**config.mk**
```make
export PLATFORM = sky130hd
export DESIGN_NAME = dcta_ctrl
export DESIGN_NICKNAME = d
export VERILOG_FILES = /design/src/rtl/dcta_pkg.sv /design/src/rtl/dcta_ctrl.sv
export SDC_FILE = /design/constraint.sdc
export NUM_CORES = 1
export LEC_CHECK = 0
export BUFFER_PORTS_ARGS = -buffer_cell sky130_fd_sc_hd__buf_2
export CORE_UTILIZATION = 45
export CTS_CLUSTER_SIZE = 24
export DETAILED_ROUTE_END_ITERATION = 12
export PLACE_DENSITY = 0.7
export SKIP_CTS_REPAIR_TIMING = 1
export SLEW_MARGIN = 30
export SYNTH_ARGS = -nofsm -noshare
export SYNTH_HDL_FRONTEND = slang
export SYNTH_SLANG_ARGS = --single-unit
```
**constraint.sdc**
```tcl
create_clock -name i_clk -period 1.7 [get_ports i_clk]
set_clock_uncertainty 0.1 [all_clocks]
set_input_delay 0 -clock i_clk [delete_from_list [all_inputs] [get_ports i_clk]]
set_output_delay 0 -clock i_clk [all_outputs]
set_load 0.005 [all_outputs]
```
**src/rtl/dcta_pkg.sv**
```systemverilog
// Shared types and constants for the down-counter time accumulator.
`timescale 1ns / 1ps
package dcta_pkg;

    localparam int unsigned TICK_W   = 64;
    localparam int unsigned WORD_W   = 32;
    localparam int unsigned D100_W   = 26;
    localparam int unsigned D1000_W  = 23;
    localparam int unsigned MIN_W    = 17;
    localparam int unsigned SEC_W    = 6;
    localparam int unsigned DECI_W   = 4;
    localparam int unsigned OUT_W    = 96;
    localparam int unsigned DIV_STEPS = 64;
    localparam int unsigned STEP_W   = 6;

    localparam logic [WORD_W-1:0] RELOAD_RST  = 32'd65535;
    localparam logic [WORD_W-1:0] DIVISOR_RST = 32'd1000000;

    // Reciprocal constants, exact for every 32-bit dividend
    localparam logic [WORD_W-1:0] RECIP_100 = 32'h51EB_851F; // >> 37
    localparam logic [WORD_W-1:0] RECIP_10  = 32'hCCCC_CCCD; // >> 35
    localparam logic [WORD_W-1:0] RECIP_60  = 32'h8888_8889; // >> 37

    // Register index decoded from paddr[2]
    localparam logic REG_RELOAD  = 1'b0;
    localparam logic REG_DIVISOR = 1'b1;

    typedef struct packed {
        logic load_in;
        logic elap;
        logic accum;
        logic scale;
        logic div_step;
        logic split_a;
        logic split_b;
        logic split_c;
        logic split_d;
        logic load_out;
    } t_dp_cmd;

    typedef struct packed {
        logic              en;
        logic              sel;
        logic [WORD_W-1:0] data;
    } t_cfg_wr;

endpackage

```
**src/rtl/dcta_ctrl.sv**
```systemverilog
// Sequencing state machine for the down-counter time accumulator.
`timescale 1ns / 1ps
module dcta_ctrl
    import dcta_pkg::*;
(
    input  logic    i_clk,
    input  logic    i_rst_n,
    input  logic    i_s_tvalid,
    output logic    o_s_tready,
    input  logic    i_m_tready,
    output logic    o_m_tvalid,
    output t_dp_cmd o_cmd
);

    typedef enum logic [3:0] {
        ST_IDLE,
        ST_ELAP,
        ST_ACCUM,
        ST_SCALE,
        ST_DIV,
        ST_SPLA,
        ST_SPLB,
        ST_SPLC,
        ST_SPLD,
        ST_LOAD
    } t_state;

    t_state            r_state;
    logic [STEP_W-1:0] r_step;
    logic              r_out_valid;
    logic              w_load_ok;

    assign o_s_tready = (r_state == ST_IDLE);
    assign o_m_tvalid = r_out_valid;
    // Output register is free once its transaction completes
    assign w_load_ok  = !r_out_valid || i_m_tready;

    always_comb begin
        o_cmd          = '0;
        o_cmd.load_in  = i_s_tvalid && (r_state == ST_IDLE);
        o_cmd.elap     = (r_state == ST_ELAP);
        o_cmd.accum    = (r_state == ST_ACCUM);
        o_cmd.scale    = (r_state == ST_SCALE);
        o_cmd.div_step = (r_state == ST_DIV);
        o_cmd.split_a  = (r_state == ST_SPLA);
        o_cmd.split_b  = (r_state == ST_SPLB);
        o_cmd.split_c  = (r_state == ST_SPLC);
        o_cmd.split_d  = (r_state == ST_SPLD);
        o_cmd.load_out = (r_state == ST_LOAD) && w_load_ok;
    end

    always_ff @(posedge i_clk) begin
        if (!i_rst_n) begin
            r_state     <= ST_IDLE;
            r_step      <= '0;
            r_out_valid <= 1'b0;
        end else begin
            if (o_cmd.load_out) begin
                r_out_valid <= 1'b1;
            end else if (r_out_valid && i_m_tready) begin
                r_out_valid <= 1'b0;
            end
            case (r_state)
                ST_IDLE: begin
                    if (i_s_tvalid) begin
                        r_state <= ST_ELAP;
                    end
                end
                ST_ELAP:  r_state <= ST_ACCUM;
                ST_ACCUM: r_state <= ST_SCALE;
                ST_SCALE: begin
                    r_step  <= '0;
                    r_state <= ST_DIV;
                end
                ST_DIV: begin
                    r_step <= r_step + 1'b1;
                    if (r_step == STEP_W'(DIV_STEPS - 1)) begin
                        r_state <= ST_SPLA;
                    end
                end
                ST_SPLA: r_state <= ST_SPLB;
                ST_SPLB: r_state <= ST_SPLC;
                ST_SPLC: r_state <= ST_SPLD;
                ST_SPLD: r_state <= ST_LOAD;
                ST_LOAD: begin
                    // Hold until the previous result has left
                    if (w_load_ok) begin
                        r_state <= ST_IDLE;
                    end
                end
                default: r_state <= ST_IDLE;
            endcase
        end
    end

endmodule

```
==> results, run 1 <==
- Setup violations remaining at the end of the flow were counted as 0.
- The number of buffer cells added on primary ports is 15.
- The cell count after synthesis is 74.
- The number of nets in the synthesized netlist is 79.
- The top-level I/O count is 16.
- In the final layout, the share of cells above drive strength 1 is 0.302.
- Global routing finished with a remaining overflow of 0.
- The number of global-route vias before repair is 499.
- The path class of the tightest hold or removal check is in -> reg.
- In this run the number of H-tree levels came out at 1.
- The worst setup path is launched from a flip-flop.
- After detailed routing, the average wire length per cell comes to 12.6 µm.
- Counting flops with a built-in enable in the synthesized netlist gives 0.
- The slew at the pin with the worst max-slew slack is 0.365 ns.
- The total number of clock tree sinks is 11.
- The commonest register cell after synthesis is sky130_fd_sc_hd__dfxtp_1.
- The remaining antenna violation count is 0.
- For the worst setup path, the data required time is 1.60 ns.
- For this design the static power due to leakage is 0.326 nW.
- In this run the cell area measured after placement is 742 µm².
- The total area inside the core boundary comes to 1300 µm².
- The flip-flop and latch count after synthesis is 11.
- The minimum setup slack among reg-to-reg paths is 0.21 ns.
- Summing all multi-input logic gate instances after layout gives 375 µm².
- The time the final worst path needs with I/O delays and setup is 1.54 ns.
- The area enclosed by the die boundary is 1540 µm².
- IR analysis of the VDD net gives a maximum drop of 481 µV.
- The number of core rows is 13.
- After detailed routing, the number of remaining DRC violations is 0.
- The relative slew slack is 0.753.
- On the worst path, the slowest cell contributes a delay of 0.36 ns.
- The floorplan die width is 39.3 µm.
- Power spread over the standard cell area amounts to 721 nW/µm².
- The area taken by flip-flops and latches is 220 µm².
- For this design, the slowest cell found on the critical path is sky130_fd_sc_hd__dfxtp_1.
- The period utilization is 0.906.
- In this run, the number of DRC markers left after iteration 0 of detailed routing was 3.
- The first TritonRoute pass finished after 4 iterations.
- Following the worst setup path forward leads to its endpoint at o_cmd[9].
- The final layout contains 102 nets.
- The critical path goes through buf_4 > nor4_1 > and2_1 > buf_2.
- The flow ran to the end, and the final reports show no timing, DRC or antenna violations.
- The pin count of the biggest net entering global routing is 13.
- The routed design has 1400 µm of wire.
- The hold violation total from the final report is 0.
- Setup repair after global routing left no endpoint under its margin.
- The kind of end point of the critical path is an output pin.
- The post-layout instance area is 790 µm².
- CTS placed an instance of sky130_fd_sc_hd__clkbuf_4 at the clock tree root.
- In this run the critical register-to-register path is captured at r_step[2]$_SDFFE_PN0P_.
- The number of max-slew violations in the final report is 0.
- The signed area change from the synthesized netlist to the final layout is 26.2%.
- The tool flagged a number of max-cap violations equal to 0.
- The design draws 0.569 mW.
- The first-pass GRT wire length is 2210 µm.
- Detailed routing inserted a total of 613 vias.
- The number of distinct library cells after synthesis is 34.
- The buffer levels on the longest clock path is 2.
- The top fanout value on the critical path is 10.
- Counting cells, the worst reg-to-reg path comes to 3.
- The post-detailed-route via-to-cell ratio is 5.52.
- TritonCTS built the clock tree.
- The die boundary height is 39.3 µm.
- The total routing resource utilization after global routing is 0.215.
- The setup total negative slack is 0 ns.
- The maximum clock frequency is 649 MHz.
- The final antenna diode count is 0.
- The post-DP HPWL is 1040 µm.
- At the end of routability-driven placement, the weighted congestion stood at 0.718.
- For this run, the register share of the synthesized area comes to 0.352.
- The number of antenna violations at the first check in global routing was 0.
- The mean post-synth cell area is 8.45 µm².
- The later pin in the worst-skew pair is clocked with a latency of 0.28 ns.
- The clock-pin slew of the registers on the worst-case setup and hold paths is 0.08 ns.
- The number of buffers created by CTS is 3.
- The starting density of the core is 0.481.
- The Yosys step of the flow raised 0 warnings.
- The async set or reset register ratio after synthesis is 0.
- In this run the cell area of the synthesized design comes to 626 µm².
- The number of fill cells in the layout is 118.
- The most critical setup path has its startpoint at r_state[1]$_SDFFE_PN0P_.
- The critical path start-end classification is reg -> out.
- The data arrival time of the worst path is 1.44 ns.
- The reg-to-reg startpoint is r_state[1]$_SDFFE_PN0P_.
==> through the flow <==
| stage | util | setup WS (ns) | cells | hold WS (ns) |
|---|---|---|---|---|
| after global routing | 0.607 | 0.0653 | 111 | 0.133 |
| after detailed placement | 0.570 | 0.233 | 105 | 0.214 |
| after global placement | 0.570 | 0.271 | 105 | 0.190 |
| after floorplan | - | 0.308 | 74 | 0.0103 |
| after CTS | 0.591 | 0.139 | 109 | -0.0747 |
| final | 0.607 | 0.159 | 111 | 0.0912 |
==> report_power, final <==
| group | internal, mW | total (mW) | switching, mW |
|---|---|---|---|
| combinational | 0.0532 | 0.113 | 0.0597 |
| clock | 0.0872 | 0.182 | 0.0952 |
| sequential | 0.265 | 0.274 | 0.00833 |
| total | 0.406 | 0.569 | 0.163 |
==> cells by family after synthesis <==
family / count (synthesis) / share of synthesized area
and+or+nand+nor: 36 / 0.350
adders and majority gates: 1 / 0.0200
DFF: 11 / 0.352
buffers and inverters: 7 / 0.0480
xor gates and xnor gates: 1 / 0.0140
muxes: 1 / 0.0160
AOI/OAI and AO/OA: 17 / 0.200
==> worst max-delay path, delay by kind of cell, from the launching register on <==
kind                   cells  cell delay (ns)
AND/OR/NAND/NOR            2             0.52
flip-flops                 1             0.36
buffers and inverters      2             0.29
==> flip-flops by register name, indices dropped and copies added, names as in the netlist <==
register    flops
o_m_tvalid      1
r_step          6
r_state         4
==> per-layer routing <==
metal  vias up  global-route usage  share of wire
met1       271               0.251           0.47
met2        22               0.350           0.47
met5         -                   0              0
li1        320                   -              -
met4         0              0.0690              0
met3         0              0.0909          0.063
==> area by class of cell <==
| type | count | area share |
|---|---|---|
| clock buffer | 3 | 0.0285 |
| clock inverter | 1 | 0.00634 |
| inverter | 2 | 0.00951 |
| multi-input combinational | 56 | 0.475 |
| sequential | 11 | 0.279 |
| tap | 15 | 0.0238 |
| timing repair buffer | 23 | 0.177 |
==> Yosys cell counts, types with 2 or more instances <==
| cell type | count | area [µm²] |
|---|---|---|
| sky130_fd_sc_hd__dfxtp_1 | 11 | 220 |
| sky130_fd_sc_hd__nand2b_1 | 7 | 43.8 |
| sky130_fd_sc_hd__nand2_1 | 6 | 22.5 |
| sky130_fd_sc_hd__nor2_1 | 6 | 22.5 |
| sky130_fd_sc_hd__a21oi_1 | 5 | 25.0 |
| sky130_fd_sc_hd__buf_2 | 3 | 15.0 |
| sky130_fd_sc_hd__nor3_1 | 3 | 15.0 |
| sky130_fd_sc_hd__o21ai_0 | 3 | 15.0 |
| sky130_fd_sc_hd__a311oi_1 | 2 | 17.5 |
| sky130_fd_sc_hd__inv_1 | 2 | 7.51 |
| sky130_fd_sc_hd__nand3_1 | 2 | 10.0 |
| sky130_fd_sc_hd__nand4_1 | 2 | 12.5 |
==> how the worst min path moves through the flow <==
stage                                    to  slack [ns]  depth (start not counted)       start
CTS                 r_state[3]$_SDFFE_PN0P_       -0.07                          2     i_rst_n
floorplan                          o_cmd[9]        0.01                          1  i_s_tvalid
detailed placement                 o_cmd[9]        0.21                          3  i_s_tvalid
finish              r_state[0]$_SDFFE_PN0P_        0.09                          4  i_s_tvalid
global placement                   o_cmd[9]        0.19                          3  i_s_tvalid
global route        r_state[0]$_SDFFE_PN0P_        0.13                          4  i_s_tvalid
==> placed cells by master (no fill, tap or decap), types with 2 or more instances in the layout <==
master and count:
sky130_fd_sc_hd__a21oi_1 5, sky130_fd_sc_hd__a311oi_1 2, sky130_fd_sc_hd__buf_2 15, sky130_fd_sc_hd__buf_4 6, sky130_fd_sc_hd__clkbuf_4 3, sky130_fd_sc_hd__dfxtp_1 11
sky130_fd_sc_hd__dlygate4sd3_1 2, sky130_fd_sc_hd__inv_1 2, sky130_fd_sc_hd__nand2_1 6, sky130_fd_sc_hd__nand2b_1 7, sky130_fd_sc_hd__nand3_1 2, sky130_fd_sc_hd__nand4_1 2
sky130_fd_sc_hd__nor2_1 6, sky130_fd_sc_hd__nor3_1 3, sky130_fd_sc_hd__o21ai_0 3
Note: power is estimated with default switching activity, not from simulation.
==> run 2: changes to the inputs <==
--- a/config.mk
+++ b/config.mk
@@ -6,10 +6,9 @@
 export NUM_CORES = 1
 export LEC_CHECK = 0
 export BUFFER_PORTS_ARGS = -buffer_cell sky130_fd_sc_hd__buf_2
-export CORE_UTILIZATION = 45
+export CORE_UTILIZATION = 30
 export CTS_CLUSTER_SIZE = 24
 export DETAILED_ROUTE_END_ITERATION = 12
-export PLACE_DENSITY = 0.7
 export SKIP_CTS_REPAIR_TIMING = 1
 export SLEW_MARGIN = 30
 export SYNTH_ARGS = -nofsm -noshare
==> run 2 against run 1 <==
Compared with the run above:
- cell count increased by 9.9%
- non-clock buffer count decreased by 1
- critical path depth unchanged
- via count increased by 2.9%
==> results, run 2 (same netlist as run 1, synthesis figures left out) <==
- Result of the run: finished, final reports clean (unchanged).
- The floorplan die width is 47.7 µm (was 39.3 µm).
- The share of total power in sequential cells came to 0.496 (was 0.481).
- The power density normalized to cell area is 706 nW/µm² (was 721 nW/µm²).
- The kind of start point of the critical path is a flip-flop (unchanged).
- The setup total negative slack came to 0 ns (unchanged).
- The post-layout instance area came to 796 µm² (was 790 µm²).
- The delay of the slowest cell on the worst path came to 0.38 ns (was 0.36 ns).
- The die boundary height is 47.7 µm (was 39.3 µm).
- The starting density of the core is 0.319 (was 0.481).
- The data arrival time of the worst path is 1.44 ns (about the same).
- The footprint of the multi-input gates was 375 µm² (unchanged).
- The slew at the pin with the worst max-slew slack came to 0.379 ns (was 0.365 ns).
- The depth of the CTS H-tree is 1 (unchanged).
- The total number of clock tree sinks is 11 (unchanged).
- The terminating pin of the worst hold path was r_state[0]$_SDFFE_PN0P_ (unchanged).
- The ratio of cells with drive above 1 in the final layout is 0.284 (was 0.302).
- The buffer levels on the longest clock path came to 2 (unchanged).
- The flip-flop count of the largest register, all copies and words added is 6 (unchanged).
- The number of cells in the finished layout apart from fillers was 122 (was 111).
- The number of buffers created by CTS came to 3 (unchanged).
- The cell with the largest stage delay on the worst path is sky130_fd_sc_hd__nor4_1 (was sky130_fd_sc_hd__dfxtp_1).
- Critical path cell sequence: buf_4 > nor4_1 > and2_1 > buf_2 (unchanged).
- The area taken by flip-flops and latches is 220 µm² (unchanged).
- The global route total overflow is 0 (unchanged).
- The leakage power summed over all cells was 0.318 nW (was 0.326 nW).
- The dominant delay contributor by cell family on the critical path is simple AND/OR/NAND/NOR gates (unchanged).
- The critical path data required time came to 1.60 ns (about the same).
- The signed area change from the synthesized netlist to the final layout is 27.2% (was 26.2%).
- The classification of the worst-slack hold path is in -> reg (unchanged).
- The TritonCTS clock tree is yes (unchanged).
- The cell count of the worst reg-to-reg path is 3 (unchanged).
- The relative slew slack is 0.745 (was 0.753).
- The switching fraction of total power was 0.277 (was 0.287).
- The number of buffer cells added on primary ports came to 15 (unchanged).
- The number of core rows is 16 (was 13).
- The number of global-route vias before repair came to 504 (was 499).
- The number of setup violations in the final report is 0 (unchanged).
- The register containing the most flip-flops in the final layout is r_step (unchanged).
- RSZ-0062 raised after global routing: false (unchanged).
- The cell internal power dissipation was 0.406 mW (about the same).
- The switching component of the power is 0.156 mW (was 0.163 mW).
- The final antenna diode count is 0 (unchanged).
- The launch point of the worst hold path is i_s_tvalid (unchanged).
- The cell at the root of the clock tree is sky130_fd_sc_hd__clkbuf_4 (unchanged).
- The maximum clock frequency is 648 MHz (was 649 MHz).
- The fraction of power consumed by the clock network is 0.318 (was 0.321).
- The critical path start-end classification was reg -> out (unchanged).
- The final routed wire length divided by cell count was 11.7 µm (was 12.6 µm).
- The total routing resource utilization after global routing is 0.148 (was 0.215).
- The worst reg2reg path endpoint was r_step[4]$_SDFFE_PN0P_ (was r_step[2]$_SDFFE_PN0P_).
- The total wire length is 1430 µm (was 1400 µm).
- The time the final worst path needs with I/O delays and setup is 1.54 ns (about the same).
- The pin count of the biggest net entering global routing is 12 (was 13).
- The remaining antenna violation count is 0 (unchanged).
- The iteration count of the initial detailed-routing pass is 4 (unchanged).
- The placed instance area is 749 µm² (was 742 µm²).
- The hold violation total from the final report was 0 (unchanged).
- The post-DP HPWL is 1040 µm (about the same).
- The violation count after the first detailed-route iteration is 14 (was 3).
- The routability congestion estimate is 0.754 (was 0.718).
- The worst supply voltage drop on vdd is 277 µV (was 481 µV).
- The worst hold path cell count is 4 (unchanged).
- The share of power burned in combinational logic came to 0.186 (was 0.198).
- The number of max-slew violations in the final report came to 0 (unchanged).
- The most frequent standard cell in the layout excluding fill and tap cells is sky130_fd_sc_hd__buf_2 (unchanged).
- The number of fill cells in the layout was 235 (was 118).
- The number of buffers and inverters on the critical path is 2 (unchanged).
- The top fanout value on the critical path came to 10 (unchanged).
- The top-level I/O count was 16 (unchanged).
- The number of antenna violations at the first check in global routing is 0 (unchanged).
- The post-detailed-route via-to-cell ratio is 5.17 (was 5.52).
- The number of design rule violations left after detail routing is 0 (unchanged).
- The number of vias in the routed layout is 631 (was 613).
- The max-capacitance violation count came to 0 (unchanged).
- Most used cells in the layout excluding fill and tap cells: sky130_fd_sc_hd__buf_2, sky130_fd_sc_hd__dfxtp_1, sky130_fd_sc_hd__nand2b_1 (unchanged).
- The reg-to-reg startpoint is r_state[1]$_SDFFE_PN0P_ (unchanged).
- The minimum setup slack among reg-to-reg paths is 0.16 ns (was 0.21 ns).
- The later-pin clock latency in the skew report is 0.26 ns (was 0.28 ns).
- The area enclosed by the die boundary is 2270 µm² (was 1540 µm²).
- The core footprint is 1960 µm² (was 1300 µm²).
- The clock-pin slew of the registers on the worst-case setup and hold paths was 0.07 ns (was 0.08 ns).
- The period utilization is 0.907 (was 0.906).
- The final net count is 101 (was 102).
- The number of placed instances with taps included is 116 (was 105).
- The first-pass GRT wire length is 2320 µm (was 2210 µm).
- The kind of end point of the critical path is an output pin (unchanged).
==> run 2: worst max path at each step <==
stage                                        from                      to  cells past startpoint
after floorplan           r_state[1]$_SDFFE_PN0P_  r_step[4]$_SDFFE_PN0P_                      3
after global placement    r_state[2]$_SDFFE_PN0P_  r_step[2]$_SDFFE_PN0P_                      3
after detailed placement  r_state[1]$_SDFFE_PN0P_  r_step[2]$_SDFFE_PN0P_                      3
after CTS                 r_state[3]$_SDFFE_PN0P_                o_cmd[9]                      4
after global routing      r_state[3]$_SDFFE_PN0P_                o_cmd[9]                      4
final                     r_state[3]$_SDFFE_PN0P_                o_cmd[9]                      4
==> run 2: tightest hold or removal path, delay by kind of cell <==
kind,cells,cell delay (ns)
compound gates,2,0.34
buf+inv,2,0.12
==> run 2: routing by layer <==
metal	up-vias	track usage	wire length, µm
met5	-	0	0
met1	295	0.193	716
li1	315	-	-
met3	2	0.0226	66
met2	19	0.233	627
met4	0	0.0833	20
==> run 2: metrics by stage <==
| step | utilization | power, mW | worst slack, ns | hold WS (ns) |
|---|---|---|---|---|
| floorplan | - | 0.348 | 0.308 | 0.0103 |
| global placement | 0.382 | 0.384 | 0.209 | 0.187 |
| detailed placement | 0.382 | 0.386 | 0.192 | 0.191 |
| CTS | 0.395 | 0.568 | 0.136 | -0.0619 |
| global route | 0.406 | 0.600 | 0.00377 | 0.136 |
| finish | 0.406 | 0.562 | 0.158 | 0.121 |
==> run 2: power groups by stage <==
stage                     logic (mW)  registers [mW]  clock network [mW]
after detailed placement       0.102           0.284                   0
after global placement         0.100           0.283                   0
after global routing           0.118           0.280               0.201
final                          0.105           0.279               0.179
after CTS                      0.102           0.278               0.188
after floorplan               0.0685           0.279                   0
==> run 2: area by class of cell <==
type,instances,share of cell area
Inverter,2,0.00943
Multi-Input combinational cell,56,0.472
Tap cell,27,0.0425
Timing Repair Buffer,22,0.167
Sequential cell,11,0.277
Clock buffer,4,0.0330
==> run 3: changes to the inputs <==
--- a/config.mk
+++ b/config.mk
@@ -9,6 +9,7 @@
 export CORE_UTILIZATION = 30
 export CTS_CLUSTER_SIZE = 24
 export DETAILED_ROUTE_END_ITERATION = 12
+export RECOVER_POWER = 25
 export SKIP_CTS_REPAIR_TIMING = 1
 export SLEW_MARGIN = 30
 export SYNTH_ARGS = -nofsm -noshare
==> run 3 against run 2 <==
Compared with the run above:
- non-clock buffer count unchanged
- first-iteration DRC count stayed put
- die area stayed put
- sequential power about the same
- worst setup slack unchanged
- core utilization down 0.064 points
- clock power about the same
- highest routed layer unchanged
- fmax unchanged
- register-to-register slack is essentially flat
- largest cell class unchanged
- worst hold slack unchanged
- via count unchanged
==> results, run 3 (same netlist as run 1, synthesis figures left out) <==
- The minimum setup slack among reg-to-reg paths is 0.16 ns (about the same).
- The final net count was 101 (unchanged).
- The total wire length is 1430 µm (about the same).
- The later-pin clock latency in the skew report came to 0.26 ns (about the same).
- The number of max-slew violations in the final report is 0 (unchanged).
- The die boundary height is 47.7 µm (unchanged).
- The power density normalized to cell area is 707 nW/µm² (was 706 nW/µm²).
- The kind of end point of the critical path is an output pin (unchanged).
- The kind of start point of the critical path is a flip-flop (unchanged).
- The time the final worst path needs with I/O delays and setup is 1.54 ns (unchanged).
- The remaining antenna violation count is 0 (unchanged).
- The final routed wire length divided by cell count is 11.7 µm (about the same).
- The first-pass GRT wire length was 2320 µm (unchanged).
- The hold violation total from the final report came to 0 (unchanged).
- The register containing the most flip-flops in the final layout is r_step (unchanged).
- The minimum setup slack in the final design was 0.158 ns (unchanged).
- The final antenna diode count is 0 (unchanged).
- The leakage power summed over all cells is 0.314 nW (was 0.318 nW).
- The global route total overflow is 0 (unchanged).
- The depth of the CTS H-tree is 1 (unchanged).
- The number of vias in the routed layout was 631 (unchanged).
- Result of the run: finished, final reports clean (unchanged).
- Most used cells in the layout excluding fill and tap cells: sky130_fd_sc_hd__buf_2, sky130_fd_sc_hd__dfxtp_1, sky130_fd_sc_hd__nand2b_1 (unchanged).
- The critical path start-end classification is reg -> out (unchanged).
- The relative slew slack is 0.745 (unchanged).
- The flip-flop count of the largest register, all copies and words added is 6 (unchanged).
- The worst supply voltage drop on vdd was 277 µV (about the same).
- The total routing resource utilization after global routing is 0.148 (unchanged).
- The top fanout value on the critical path is 10 (unchanged).
- The number of buffer cells added on primary ports is 15 (unchanged).
- The number of buffers created by CTS was 3 (unchanged).
- The floorplan die width is 47.7 µm (unchanged).
- The worst setup timing slack at the placement stage was 0.192 ns (unchanged).
- The setup total negative slack is 0 ns (unchanged).
- The starting density of the core is 0.319 (unchanged).
- The TritonCTS clock tree is yes (unchanged).
- The total number of clock tree sinks is 11 (unchanged).
- The critical path data required time is 1.60 ns (about the same).
- The number of design rule violations left after detail routing is 0 (unchanged).
- The core footprint is 1960 µm² (unchanged).
- The number of antenna violations at the first check in global routing is 0 (unchanged).
- The slew at the pin with the worst max-slew slack is 0.379 ns (unchanged).
- The number of core rows is 16 (unchanged).
- The number of global-route vias before repair came to 504 (unchanged).
- The number of setup violations in the final report is 0 (unchanged).
- The cell at the root of the clock tree is sky130_fd_sc_hd__clkbuf_4 (unchanged).
- The signed area change from the synthesized netlist to the final layout came to 27.0% (was 27.2%).
- The area enclosed by the die boundary came to 2270 µm² (unchanged).
- RSZ-0062 raised after global routing: false (unchanged).
- The period utilization is 0.907 (unchanged).
- The violation count after the first detailed-route iteration is 14 (unchanged).
- The data arrival time of the worst path is 1.44 ns (about the same).
- The maximum clock frequency is 648 MHz (unchanged).
- The top-level I/O count is 16 (unchanged).
- The max-capacitance violation count is 0 (unchanged).
- The buffer levels on the longest clock path is 2 (unchanged).
- The iteration count of the initial detailed-routing pass was 4 (unchanged).
- The post-DP HPWL is 1040 µm (unchanged).
- The pin count of the biggest net entering global routing is 12 (unchanged).
- The post-detailed-route via-to-cell ratio is 5.17 (unchanged).
- The routability congestion estimate came to 0.754 (unchanged).
- The classification of the worst-slack hold path was in -> reg (unchanged).
- The ratio of cells with drive above 1 in the final layout was 0.274 (was 0.284).
- The most frequent standard cell in the layout excluding fill and tap cells is sky130_fd_sc_hd__buf_2 (unchanged).
- The clock-pin slew of the registers on the worst-case setup and hold paths is 0.07 ns (about the same).
[run 3: cell count changes in the layout (fill, tap and decap cells not counted)]
cell,delta
sky130_fd_sc_hd__buf_2,-1
sky130_fd_sc_hd__clkbuf_1,+1
[run 3: through the flow]
stage          area (µm²)  instances  utilization  power [mW]  hold WS, ns
6_report              795        122        0.405       0.562        0.121
5_1_grt               795        122        0.405       0.600        0.136
4_1_cts               776        120        0.395       0.568      -0.0619
3_5_place_dp          749        116        0.382       0.386        0.191
3_3_place_gp          749        116        0.382       0.384        0.187
2_1_floorplan         626         74            -       0.348       0.0103
[run 3: metal layers]
| metal | GRT usage | vias up | part of all wire |
|---|---|---|---|
| li1 | - | 315 | - |
| met1 | 0.193 | 295 | 0.50 |
| met2 | 0.233 | 19 | 0.44 |
| met3 | 0.0226 | 2 | 0.047 |
| met4 | 0.0833 | 0 | 0.014 |
| met5 | 0 | - | 0 |
[run 3: report_power, final]
| group | total [mW] | switching, mW | internal [mW] |
|---|---|---|---|
| registers | 0.279 | 0.0132 | 0.265 |
| logic | 0.105 | 0.0544 | 0.0501 |
| clock network | 0.179 | 0.0881 | 0.0907 |
| total | 0.562 | 0.156 | 0.406 |
[run 3: final timing paths]
| path | from | endpoint | depth (start not counted) |
|---|---|---|---|
| setup reg to reg | r_state[1]$_SDFFE_PN0P_ | r_step[4]$_SDFFE_PN0P_ | 3 |
| hold reg to reg | r_step[1]$_SDFFE_PN0P_ | r_step[1]$_SDFFE_PN0P_ | 2 |
| hold / removal | i_s_tvalid | r_state[0]$_SDFFE_PN0P_ | 4 |
| setup / recovery | r_state[3]$_SDFFE_PN0P_ | o_cmd[9] | 4 |
[run 3: worst max-delay path, cell delays in order (launching register included)]
cell,delay (ns)
sky130_fd_sc_hd__dfxtp_1,0.34
sky130_fd_sc_hd__buf_4,0.17
sky130_fd_sc_hd__nor4_1,0.38
sky130_fd_sc_hd__and2_1,0.18
sky130_fd_sc_hd__buf_2,0.10
[run 3: final cells by class]
type,count,area (µm²)
Sequential cell,11,220
Timing Repair Buffer,22,131
Tap cell,27,33.8
Fill cell,234,1170
Inverter,2,7.51
Multi-Input combinational cell,56,375
Clock buffer,4,26.3
